## config.mk

```make
export PLATFORM = sky130hd
export DESIGN_NAME = hex_command_packet_parser
export DESIGN_NICKNAME = d
export VERILOG_FILES = /design/src/hw/rtl/hcpp_pkg.sv /design/src/hw/rtl/hcpp_parse.sv /design/src/hw/rtl/hcpp_out_reg.sv /design/src/hw/rtl/hex_command_packet_parser.sv
export SDC_FILE = /design/constraint.sdc
export NUM_CORES = 1
export LEC_CHECK = 0
export BUFFER_PORTS_ARGS = -buffer_cell sky130_fd_sc_hd__buf_2
export CORE_ASPECT_RATIO = 1.25
export CORE_MARGIN = 1
export CORE_UTILIZATION = 55
export DETAILED_ROUTE_END_ITERATION = 6
export PLACE_DENSITY = 0.8
export SLEW_MARGIN = 20
export SYNTH_ARGS = -nofsm -noshare
export SYNTH_HDL_FRONTEND = slang
export SYNTH_SLANG_ARGS = --single-unit
```

## constraint.sdc

```tcl
create_clock -name i_clk -period 6.85 [get_ports i_clk]
set_clock_uncertainty 0.2 [all_clocks]
set_input_delay 1.37 -clock i_clk [delete_from_list [all_inputs] [get_ports i_clk]]
set_output_delay 1.37 -clock i_clk [all_outputs]
set_load 0.005 [all_outputs]
```

## src/hw/rtl/hcpp_pkg.sv

```systemverilog
// shared types, constants and helper functions of the hex command packet parser
package hcpp_pkg;

    // default text length limit in decoded characters
    localparam int MAX_TEXT_DEF = 64;

    localparam int PREFIX_LEN = 6;
    localparam int KW_COUNT   = 6;
    localparam int KW_SLOTS   = 8;

    localparam logic [7:0] CH_TAB   = 8'h09;
    localparam logic [7:0] CH_SPACE = 8'h20;
    localparam logic [7:0] CH_TILDE = 8'h7e;

    typedef enum logic [1:0] {
        ST_OK        = 2'd0,
        ST_MALFORMED = 2'd1,
        ST_UNKNOWN   = 2'd2
    } t_status;

    typedef enum logic [2:0] {
        CMD_NONE    = 3'd0,
        CMD_HELP    = 3'd1,
        CMD_STATUS  = 3'd2,
        CMD_THREADS = 3'd3,
        CMD_MODULES = 3'd4,
        CMD_CONSOLE = 3'd5,
        CMD_DISPLAY = 3'd6
    } t_cmd;

    // one parse result
    typedef struct packed {
        t_cmd    cmd;
        t_status status;
    } t_result;

    // keyword spellings, padded with zeros
    localparam logic [7:0] KW_TEXT [KW_COUNT][KW_SLOTS] = '{
        '{"h", "e", "l", "p", 8'h00, 8'h00, 8'h00, 8'h00},
        '{"s", "t", "a", "t", "u", "s", 8'h00, 8'h00},
        '{"t", "h", "r", "e", "a", "d", "s", 8'h00},
        '{"m", "o", "d", "u", "l", "e", "s", 8'h00},
        '{"c", "o", "n", "s", "o", "l", "e", 8'h00},
        '{"d", "i", "s", "p", "l", "a", "y", 8'h00}
    };

    localparam logic [3:0] KW_LEN [KW_COUNT] = '{
        4'd4, 4'd6, 4'd7, 4'd7, 4'd7, 4'd7
    };

    localparam t_cmd KW_CMD [KW_COUNT] = '{
        CMD_HELP, CMD_STATUS, CMD_THREADS, CMD_MODULES, CMD_CONSOLE, CMD_DISPLAY
    };

    // expected prefix byte at a given position
    function automatic logic [7:0] prefix_char(input logic [2:0] pos);
        logic [7:0] ch;
        unique case (pos)
            3'd0:    ch = "q";
            3'd1:    ch = "R";
            3'd2:    ch = "c";
            3'd3:    ch = "m";
            3'd4:    ch = "d";
            3'd5:    ch = ",";
            default: ch = 8'h00;
        endcase
        return ch;
    endfunction

    // hex digit decode: bit 4 flags a valid digit
    function automatic logic [4:0] hex_nibble(input logic [7:0] ch);
        logic [4:0] res;
        res = 5'd0;
        if (ch >= "0" && ch <= "9") begin
            res = {1'b1, 4'(ch - 8'h30)};
        end else if (ch >= "a" && ch <= "f") begin
            res = {1'b1, 4'(ch - 8'h57)};
        end else if (ch >= "A" && ch <= "F") begin
            res = {1'b1, 4'(ch - 8'h37)};
        end
        return res;
    endfunction

endpackage

```

## src/hw/rtl/hcpp_parse.sv

```systemverilog
// per-byte parse state and the end-of-packet verdict
module hcpp_parse #(
    parameter int MAX_TEXT = hcpp_pkg::MAX_TEXT_DEF
) (
    input  logic              i_clk,
    input  logic              i_rst_n,
    input  logic              i_accept,
    input  logic [7:0]        i_byte,
    input  logic              i_last,
    output logic              o_load,
    output hcpp_pkg::t_result o_result
);
    import hcpp_pkg::*;

    // length counter saturates one past the limit
    localparam int         TLW   = $clog2(MAX_TEXT + 2);
    localparam logic [TLW-1:0] MAX_L = TLW'(MAX_TEXT);
    localparam logic [2:0] PFX_END = 3'(PREFIX_LEN);

    logic [2:0]     r_prefix_pos,  n_prefix_pos;
    logic [TLW-1:0] r_text_len,    n_text_len;
    logic           r_nib_due,     n_nib_due;
    logic [3:0]     r_high_nib,    n_high_nib;
    logic           r_malformed,   n_malformed;
    logic [KW_COUNT-1:0] r_alive,  n_alive;
    logic [3:0]     r_kw_pos,      n_kw_pos;
    logic           r_content,     n_content;
    logic           r_blank_after, n_blank_after;

    logic [4:0]     nib;
    logic [7:0]     ch;
    logic [TLW-1:0] len_inc;
    logic [KW_COUNT-1:0] alive_in;
    t_result        res;

    // next parse state for the byte being transferred
    always_comb begin
        n_prefix_pos  = r_prefix_pos;
        n_text_len    = r_text_len;
        n_nib_due     = r_nib_due;
        n_high_nib    = r_high_nib;
        n_malformed   = r_malformed;
        n_alive       = r_alive;
        n_kw_pos      = r_kw_pos;
        n_content     = r_content;
        n_blank_after = r_blank_after;
        nib      = hex_nibble(i_byte);
        ch       = {r_high_nib, nib[3:0]};
        len_inc  = (r_text_len <= MAX_L) ? r_text_len + 1'b1 : r_text_len;
        alive_in = r_blank_after ? '0 : r_alive;

        if (i_accept && !r_malformed) begin
            if (r_prefix_pos < PFX_END) begin
                if (i_byte != prefix_char(r_prefix_pos)) begin
                    n_malformed = 1'b1;
                end else begin
                    n_prefix_pos = r_prefix_pos + 3'd1;
                end
            end else if (!nib[4]) begin
                n_malformed = 1'b1;
            end else if (!r_nib_due) begin
                n_high_nib = nib[3:0];
                n_nib_due  = 1'b1;
            end else begin
                n_nib_due = 1'b0;
                // one decoded character
                if ((ch < CH_SPACE && ch != CH_TAB) || ch > CH_TILDE) begin
                    n_malformed = 1'b1;
                end else begin
                    n_text_len = len_inc;
                    if (len_inc > MAX_L) begin
                        n_malformed = 1'b1;
                    end else if (ch == CH_SPACE || ch == CH_TAB) begin
                        if (r_content) begin
                            n_blank_after = 1'b1;
                        end
                    end else begin
                        n_blank_after = 1'b0;
                        n_content     = 1'b1;
                        for (int k = 0; k < KW_COUNT; k++) begin
                            n_alive[k] = alive_in[k] && (r_kw_pos < KW_LEN[k]) &&
                                         (KW_TEXT[k][r_kw_pos[2:0]] == ch);
                        end
                        if (r_kw_pos != 4'hf) begin
                            n_kw_pos = r_kw_pos + 4'd1;
                        end
                    end
                end
            end
        end

        // verdict from the state after this byte, lowest keyword first
        res.status = ST_UNKNOWN;
        res.cmd    = CMD_NONE;
        if (n_malformed || n_prefix_pos < PFX_END || n_nib_due) begin
            res.status = ST_MALFORMED;
        end else begin
            for (int k = KW_COUNT - 1; k >= 0; k--) begin
                if (n_alive[k] && n_kw_pos == KW_LEN[k]) begin
                    res.status = ST_OK;
                    res.cmd    = KW_CMD[k];
                end
            end
        end

        // back to the idle state after the last byte
        if (i_accept && i_last) begin
            n_prefix_pos  = '0;
            n_text_len    = '0;
            n_nib_due     = 1'b0;
            n_high_nib    = '0;
            n_malformed   = 1'b0;
            n_alive       = '1;
            n_kw_pos      = '0;
            n_content     = 1'b0;
            n_blank_after = 1'b0;
        end
    end

    // parse state registers
    always_ff @(posedge i_clk) begin
        if (!i_rst_n) begin
            r_prefix_pos  <= '0;
            r_text_len    <= '0;
            r_nib_due     <= 1'b0;
            r_high_nib    <= '0;
            r_malformed   <= 1'b0;
            r_alive       <= '1;
            r_kw_pos      <= '0;
            r_content     <= 1'b0;
            r_blank_after <= 1'b0;
        end else begin
            r_prefix_pos  <= n_prefix_pos;
            r_text_len    <= n_text_len;
            r_nib_due     <= n_nib_due;
            r_high_nib    <= n_high_nib;
            r_malformed   <= n_malformed;
            r_alive       <= n_alive;
            r_kw_pos      <= n_kw_pos;
            r_content     <= n_content;
            r_blank_after <= n_blank_after;
        end
    end

    assign o_load   = i_accept && i_last;
    assign o_result = res;

endmodule

```

## src/hw/rtl/hcpp_out_reg.sv

```systemverilog
// result register on the master side
module hcpp_out_reg (
    input  logic              i_clk,
    input  logic              i_rst_n,
    input  logic              i_load,
    input  hcpp_pkg::t_result i_result,
    input  logic              i_m_tready,
    output logic              o_m_tvalid,
    output hcpp_pkg::t_result o_result,
    output logic              o_free
);
    import hcpp_pkg::*;

    logic    r_valid;
    t_result r_result;

    // slot is free when empty or drained this cycle
    assign o_free = !r_valid || i_m_tready;

    // valid flag
    always_ff @(posedge i_clk) begin
        if (!i_rst_n) begin
            r_valid <= 1'b0;
        end else if (o_free) begin
            r_valid <= i_load;
        end
    end

    // payload
    always_ff @(posedge i_clk) begin
        if (o_free && i_load) begin
            r_result <= i_result;
        end
    end

    assign o_m_tvalid = r_valid;
    assign o_result   = r_result;

endmodule

```

## src/hw/rtl/hex_command_packet_parser.sv

```systemverilog
// top level of the hex command packet parser
//
//   channel   | dir | handshake             | payload
//   ----------+-----+-----------------------+--------------------------------------
//   slave     | in  | i_s_tvalid/o_s_tready | tdata: packet_byte[7:0]; tlast: is_last
//   master    | out | o_m_tvalid/i_m_tready | tdata: parse_status[1:0], command_code[4:2]
//
// one packet byte per cycle while the slave side is not stalled; the verdict is formed
// combinationally from the byte and the parse state and is loaded at the edge that
// transfers the last byte, so it is offered on the master side in the next cycle.
// synchronous active-low reset returns the parser to the start of a packet
// and empties the result register.
// while a verdict waits with i_m_tready low, the slave side stalls on every byte.
module hex_command_packet_parser #(
    parameter int MAX_TEXT = hcpp_pkg::MAX_TEXT_DEF
) (
    input  logic       i_clk,
    input  logic       i_rst_n,
    input  logic       i_s_tvalid,
    output logic       o_s_tready,
    input  logic [7:0] i_s_tdata,  // [7:0] packet_byte
    input  logic       i_s_tlast,  // is_last
    output logic       o_m_tvalid,
    input  logic       i_m_tready,
    output logic [7:0] o_m_tdata   // [1:0] parse_status, [4:2] command_code, [7:5] zero
);
    import hcpp_pkg::*;

    logic    free;
    logic    accept;
    logic    load;
    t_result next_res;
    t_result out_res;

    assign o_s_tready = free;
    assign accept     = i_s_tvalid && free;

    // byte parser
    hcpp_parse #(
        .MAX_TEXT(MAX_TEXT)
    ) u_parse (
        .i_clk    (i_clk),
        .i_rst_n  (i_rst_n),
        .i_accept (accept),
        .i_byte   (i_s_tdata),
        .i_last   (i_s_tlast),
        .o_load   (load),
        .o_result (next_res)
    );

    // result register
    hcpp_out_reg u_out (
        .i_clk      (i_clk),
        .i_rst_n    (i_rst_n),
        .i_load     (load),
        .i_result   (next_res),
        .i_m_tready (i_m_tready),
        .o_m_tvalid (o_m_tvalid),
        .o_result   (out_res),
        .o_free     (free)
    );

    assign o_m_tdata = {3'b000, out_res.cmd, out_res.status};

endmodule

```

==> metrics.txt <==
# TYPE chip_impl_metric gauge
chip_impl_metric{name="power.ir.vdd_worst",unit="mV"} 0.1613
chip_impl_metric{name="port_buf_inserts",unit=""} 19
chip_impl_metric{name="post-route-drc-count",unit=""} 0
chip_impl_metric{name="place_area",unit="sq um"} 3269
chip_impl_info{name="run_status",value="finished clean"} 1
chip_impl_metric{name="finalHoldViolCount",unit=""} 0
chip_impl_metric{name="number_of_buffers_created_by_cts",unit=""} 5
chip_impl_info{name="unrepaired_setup_endpoints_after_global_routing",value="false"} 1
chip_impl_info{name="clk_root_buffer_cell",value="sky130_fd_sc_hd__clkbuf_8"} 1
chip_impl_metric{name="cts_num_sinks",unit=""} 34
chip_impl_metric{name="timing_max_transition_violations_final",unit=""} 0
chip_impl_metric{name="io-pin-count",unit=""} 23
chip_impl_metric{name="final_layout_size_suffix_gt1_frac",unit=""} 0.1175
chip_impl_metric{name="layout.nets",unit=""} 436
chip_impl_metric{name="worst_ep_required_time",unit="ps"} 6700
chip_impl_metric{name="place_worst_setup_slack",unit="ps"} 1449
chip_impl_metric{name="fin_crit",unit="ps"} 5136
chip_impl_metric{name="die_x",unit="um"} 70.29
chip_impl_metric{name="route.vias.total",unit=""} 2876
chip_impl_metric{name="clkLatencyLatePin",unit="ps"} 290
chip_impl_metric{name="cts.path.max_buffers",unit=""} 2
chip_impl_metric{name="worst_setup_hold_path_clk_slew",unit="ps"} 70
chip_impl_metric{name="cts_resized",unit=""} 0
chip_impl_metric{name="globalRouteTotalUtil",unit=""} 0.2498
chip_impl_metric{name="timing.final.crit_share",unit=""} 0.7498
chip_impl_info{name="synth_flop_cell",value="sky130_fd_sc_hd__dfxtp_1"} 1
chip_impl_metric{name="grt_start_max_net_pins",unit=""} 29
chip_impl_metric{name="initial_core_util",unit=""} 0.5810
chip_impl_metric{name="fin_area",unit="sq um"} 3378
chip_impl_metric{name="synth_sequential_area_ratio",unit=""} 0.2279
chip_impl_metric{name="totalNegativeSetupSlack",unit="ps"} 0
chip_impl_metric{name="placeableCoreArea",unit="sq um"} 5518
chip_impl_metric{name="hold_buffers",unit=""} 0
chip_impl_info{name="path_class",value="in -> reg"} 1
chip_impl_metric{name="synthArstFlopShare",unit=""} 0
chip_impl_metric{name="count_of_nets_left_with_antenna_violations_after_detail_routing",unit=""} 0
chip_impl_metric{name="synth_compound_area_frac",unit=""} 0.1998
chip_impl_metric{name="synth_xor_xnor_area_share",unit=""} 0.09016
chip_impl_metric{name="area.sequential",unit="sq um"} 730.7
chip_impl_metric{name="postLayoutSetupSlackWorst",unit="ps"} 1714
chip_impl_metric{name="area.growth.synth_to_final",unit="%"} 5.386
chip_impl_metric{name="first_global_vias",unit=""} 2686
chip_impl_metric{name="flops_latches_synth",unit=""} 34
chip_impl_info{name="crit_start_category",value="input pin"} 1
chip_impl_metric{name="global_route_total_overflow",unit=""} 0
chip_impl_metric{name="fillCellCount",unit=""} 502
chip_impl_metric{name="place.detailed.hpwl",unit="um"} 5515
chip_impl_info{name="synth_top_family_by_area",value="simple AND/OR/NAND/NOR gates"} 1
chip_impl_metric{name="synth_adder_area_share",unit=""} 0.09368
chip_impl_metric{name="drc_violation_total_after_the_first_tritonroute_iteration",unit=""} 185
chip_impl_metric{name="yosysWarnings",unit=""} 0
chip_impl_metric{name="max_slew_margin",unit=""} 0.3973
chip_impl_metric{name="detailedRoute.firstPassIterationCount",unit=""} 4
chip_impl_metric{name="row_count",unit=""} 30
chip_impl_metric{name="avgViaCountPerCell",unit=""} 6.198
chip_impl_metric{name="gp_routability_congestion",unit=""} 0.9252
chip_impl_metric{name="die_h",unit="um"} 87.36
chip_impl_metric{name="post_synth_num_cell_types",unit=""} 76
chip_impl_metric{name="htreeDepth",unit=""} 2
chip_impl_metric{name="critical_path.max_fanout",unit=""} 28
chip_impl_metric{name="tightestPinTransition",unit="ps"} 902.8
chip_impl_metric{name="syn_area_per_cell",unit="sq um"} 8.095
chip_impl_metric{name="synthSimpleGateAreaFrac",unit=""} 0.2865
chip_impl_metric{name="antenna_violations_before_repair",unit=""} 0
chip_impl_metric{name="report.final.setup_viol",unit=""} 0
chip_impl_info{name="endpoint_kind",value="flip-flop"} 1
chip_impl_metric{name="power_per_cell_area",unit="nW/um^2"} 126.2
chip_impl_metric{name="arrival",unit="ps"} 4990
chip_impl_metric{name="grt_first_pass_wirelength",unit="um"} 12390
chip_impl_metric{name="syn_inst",unit=""} 396
chip_impl_metric{name="cts_setup_buffers",unit=""} 0
chip_impl_metric{name="power_leakage",unit="nW"} 1.282
chip_impl_metric{name="antenna_cells_inserted",unit=""} 0
chip_impl_metric{name="achievable-frequency",unit="GHz"} 0.1947
chip_impl_info{name="tritoncts",value="done"} 1
chip_impl_metric{name="design.die.area",unit="sq um"} 6140
chip_impl_metric{name="max_cap_violations",unit=""} 0
chip_impl_metric{name="multi_input_comb_area",unit="sq um"} 2303
chip_impl_metric{name="post_drt_wl_per_cell",unit="um"} 15.75
chip_impl_metric{name="power.total",unit="W"} 0.0004265
chip_impl_metric{name="synth-edff-count",unit=""} 5
chip_impl_metric{name="drt_wl_total",unit="um"} 7307
chip_impl_info{name="holdCritPathClass",value="reg -> reg"} 1
chip_impl_metric{name="muxShareOfSynthArea",unit=""} 0.04489
chip_impl_metric{name="synthesized_cell_area",unit="sq um"} 3206
[cells by family (layout without fill, tap and decap cells)]
logic type	count (synthesis)	after routing
DFF	34	34
AOI/OAI and AO/OA	88	88
adders and majority gates	24	24
other	1	3
muxes	14	14
xor gates and xnor gates	33	33
buffers and inverters	41	43
and+or+nand+nor	161	161
[worst paths after layout]
path,to,slack (ps),startpoint,depth (start not counted)
worst max register to register,u_out.o_result[4],3020,u_parse.r_text_len[0],11
worst min-delay path,u_parse.r_content,250,u_parse.r_content,2
worst max-delay path,u_out.o_result[4],1710,i_s_tdata[0],12
worst min register to register,u_parse.r_content,250,u_parse.r_content,2
[report_power, final]
part | internal [W] | total [W] | switching, W | leakage (nW)
Sequential | 0.000204 | 0.000204 | 0.000000694 | 0.277
Clock | 0.000107 | 0.000182 | 0.0000750 | 0.0579
Combinational | 0.0000152 | 0.0000400 | 0.0000248 | 0.947
[cell type report]
type	count	share of cell area
multi-input combinational	323	0.6819
sequential	34	0.2163
timing repair buffer	19	0.02815
tap	64	0.02370
clock buffer	5	0.02037
inverter	16	0.01778
clock inverter	3	0.01185
[state kept, by name, indices dropped and copies added (netlist names)]
name and count:
u_parse.r_kw_pos 4, u_parse.r_alive 6, u_parse.r_malformed 1, u_parse.r_text_len 7
u_parse.r_high_nib 4, u_parse.r_nib_due 1, u_out.o_m_tvalid 1, u_parse.r_prefix_pos 3
u_out.o_result 5, u_parse.r_content 1, u_parse.r_blank_after 1
[cells in the mapped netlist (3+ instances only)]
cell                        n  area share
sky130_fd_sc_hd__a211oi_1   9       0.021
sky130_fd_sc_hd__nand3_1   10       0.016
sky130_fd_sc_hd__xnor2_1   27       0.074
sky130_fd_sc_hd__buf_2      5      0.0078
sky130_fd_sc_hd__nor4b_1    4       0.011
sky130_fd_sc_hd__buf_4      5       0.012
sky130_fd_sc_hd__o21bai_1   3      0.0070
sky130_fd_sc_hd__and3_1     8       0.016
sky130_fd_sc_hd__nor3_1    14       0.022
sky130_fd_sc_hd__a31oi_1    6       0.012
sky130_fd_sc_hd__nand4_1    4      0.0078
sky130_fd_sc_hd__ha_1      24       0.094
sky130_fd_sc_hd__nor2_1    38       0.044
sky130_fd_sc_hd__mux2_2     3       0.011
sky130_fd_sc_hd__or3_1      6       0.012
sky130_fd_sc_hd__o31a_1     4       0.011
sky130_fd_sc_hd__clkbuf_1  15       0.018
sky130_fd_sc_hd__nand2_1   27       0.032
sky130_fd_sc_hd__nand2b_1   8       0.016
sky130_fd_sc_hd__edfxtp_1   5       0.047
sky130_fd_sc_hd__and2_1     6       0.012
sky130_fd_sc_hd__nor4_1     8       0.016
sky130_fd_sc_hd__mux2i_1   11       0.034
sky130_fd_sc_hd__a21oi_1   16       0.025
sky130_fd_sc_hd__xor2_1     6       0.016
sky130_fd_sc_hd__nor2b_1    5      0.0098
sky130_fd_sc_hd__o21ai_0   13       0.020
sky130_fd_sc_hd__dfxtp_1   29        0.18
sky130_fd_sc_hd__o22ai_1    4      0.0078
sky130_fd_sc_hd__inv_1     14       0.016
[cell usage in the layout, fill, tap and decap left out, drive strengths merged, types with 11 or more instances in the layout]
cell and instances:
a21oi 17, nand2 27, mux2i 11, buf 19, inv 14, ha 24, nor3 14, xnor2 27
o21ai 14, dfxtp 29, nor2 38
[critical path, stage by stage]
cell                       delay [ps]
sky130_fd_sc_hd__buf_2            180
sky130_fd_sc_hd__inv_1            110
sky130_fd_sc_hd__ha_1             240
sky130_fd_sc_hd__nor3b_2          190
sky130_fd_sc_hd__or4b_4           530
sky130_fd_sc_hd__a22oi_2          600
sky130_fd_sc_hd__or4_4            260
sky130_fd_sc_hd__nand4_4          330
sky130_fd_sc_hd__or4_4            660
sky130_fd_sc_hd__o2bb2a_1         280
sky130_fd_sc_hd__nor2_1            70
sky130_fd_sc_hd__and3b_1          180
[layer usage]
| metal | GRT usage | vias to the layer above | share of wire |
|---|---|---|---|
| met5 | 0 | - | 0 |
| met4 | 0.1055 | 0 | 0.033 |
| met3 | 0.05093 | 22 | 0.041 |
| met2 | 0.4468 | 73 | 0.50 |
| met1 | 0.2872 | 1337 | 0.43 |
| li1 | - | 1444 | - |
[through the flow]
| stage | utilization | hold WS, ps | std cells |
|---|---|---|---|
| floorplan | - | 225.8 | 398 |
| global placement | 0.5925 | 237.2 | 456 |
| detailed placement | 0.5925 | 247.0 | 456 |
| CTS | 0.6122 | 257.4 | 464 |
| global route | 0.6122 | 283.2 | 464 |
| finish | 0.6122 | 248.7 | 464 |
Note: power is estimated with default switching activity, not from simulation.
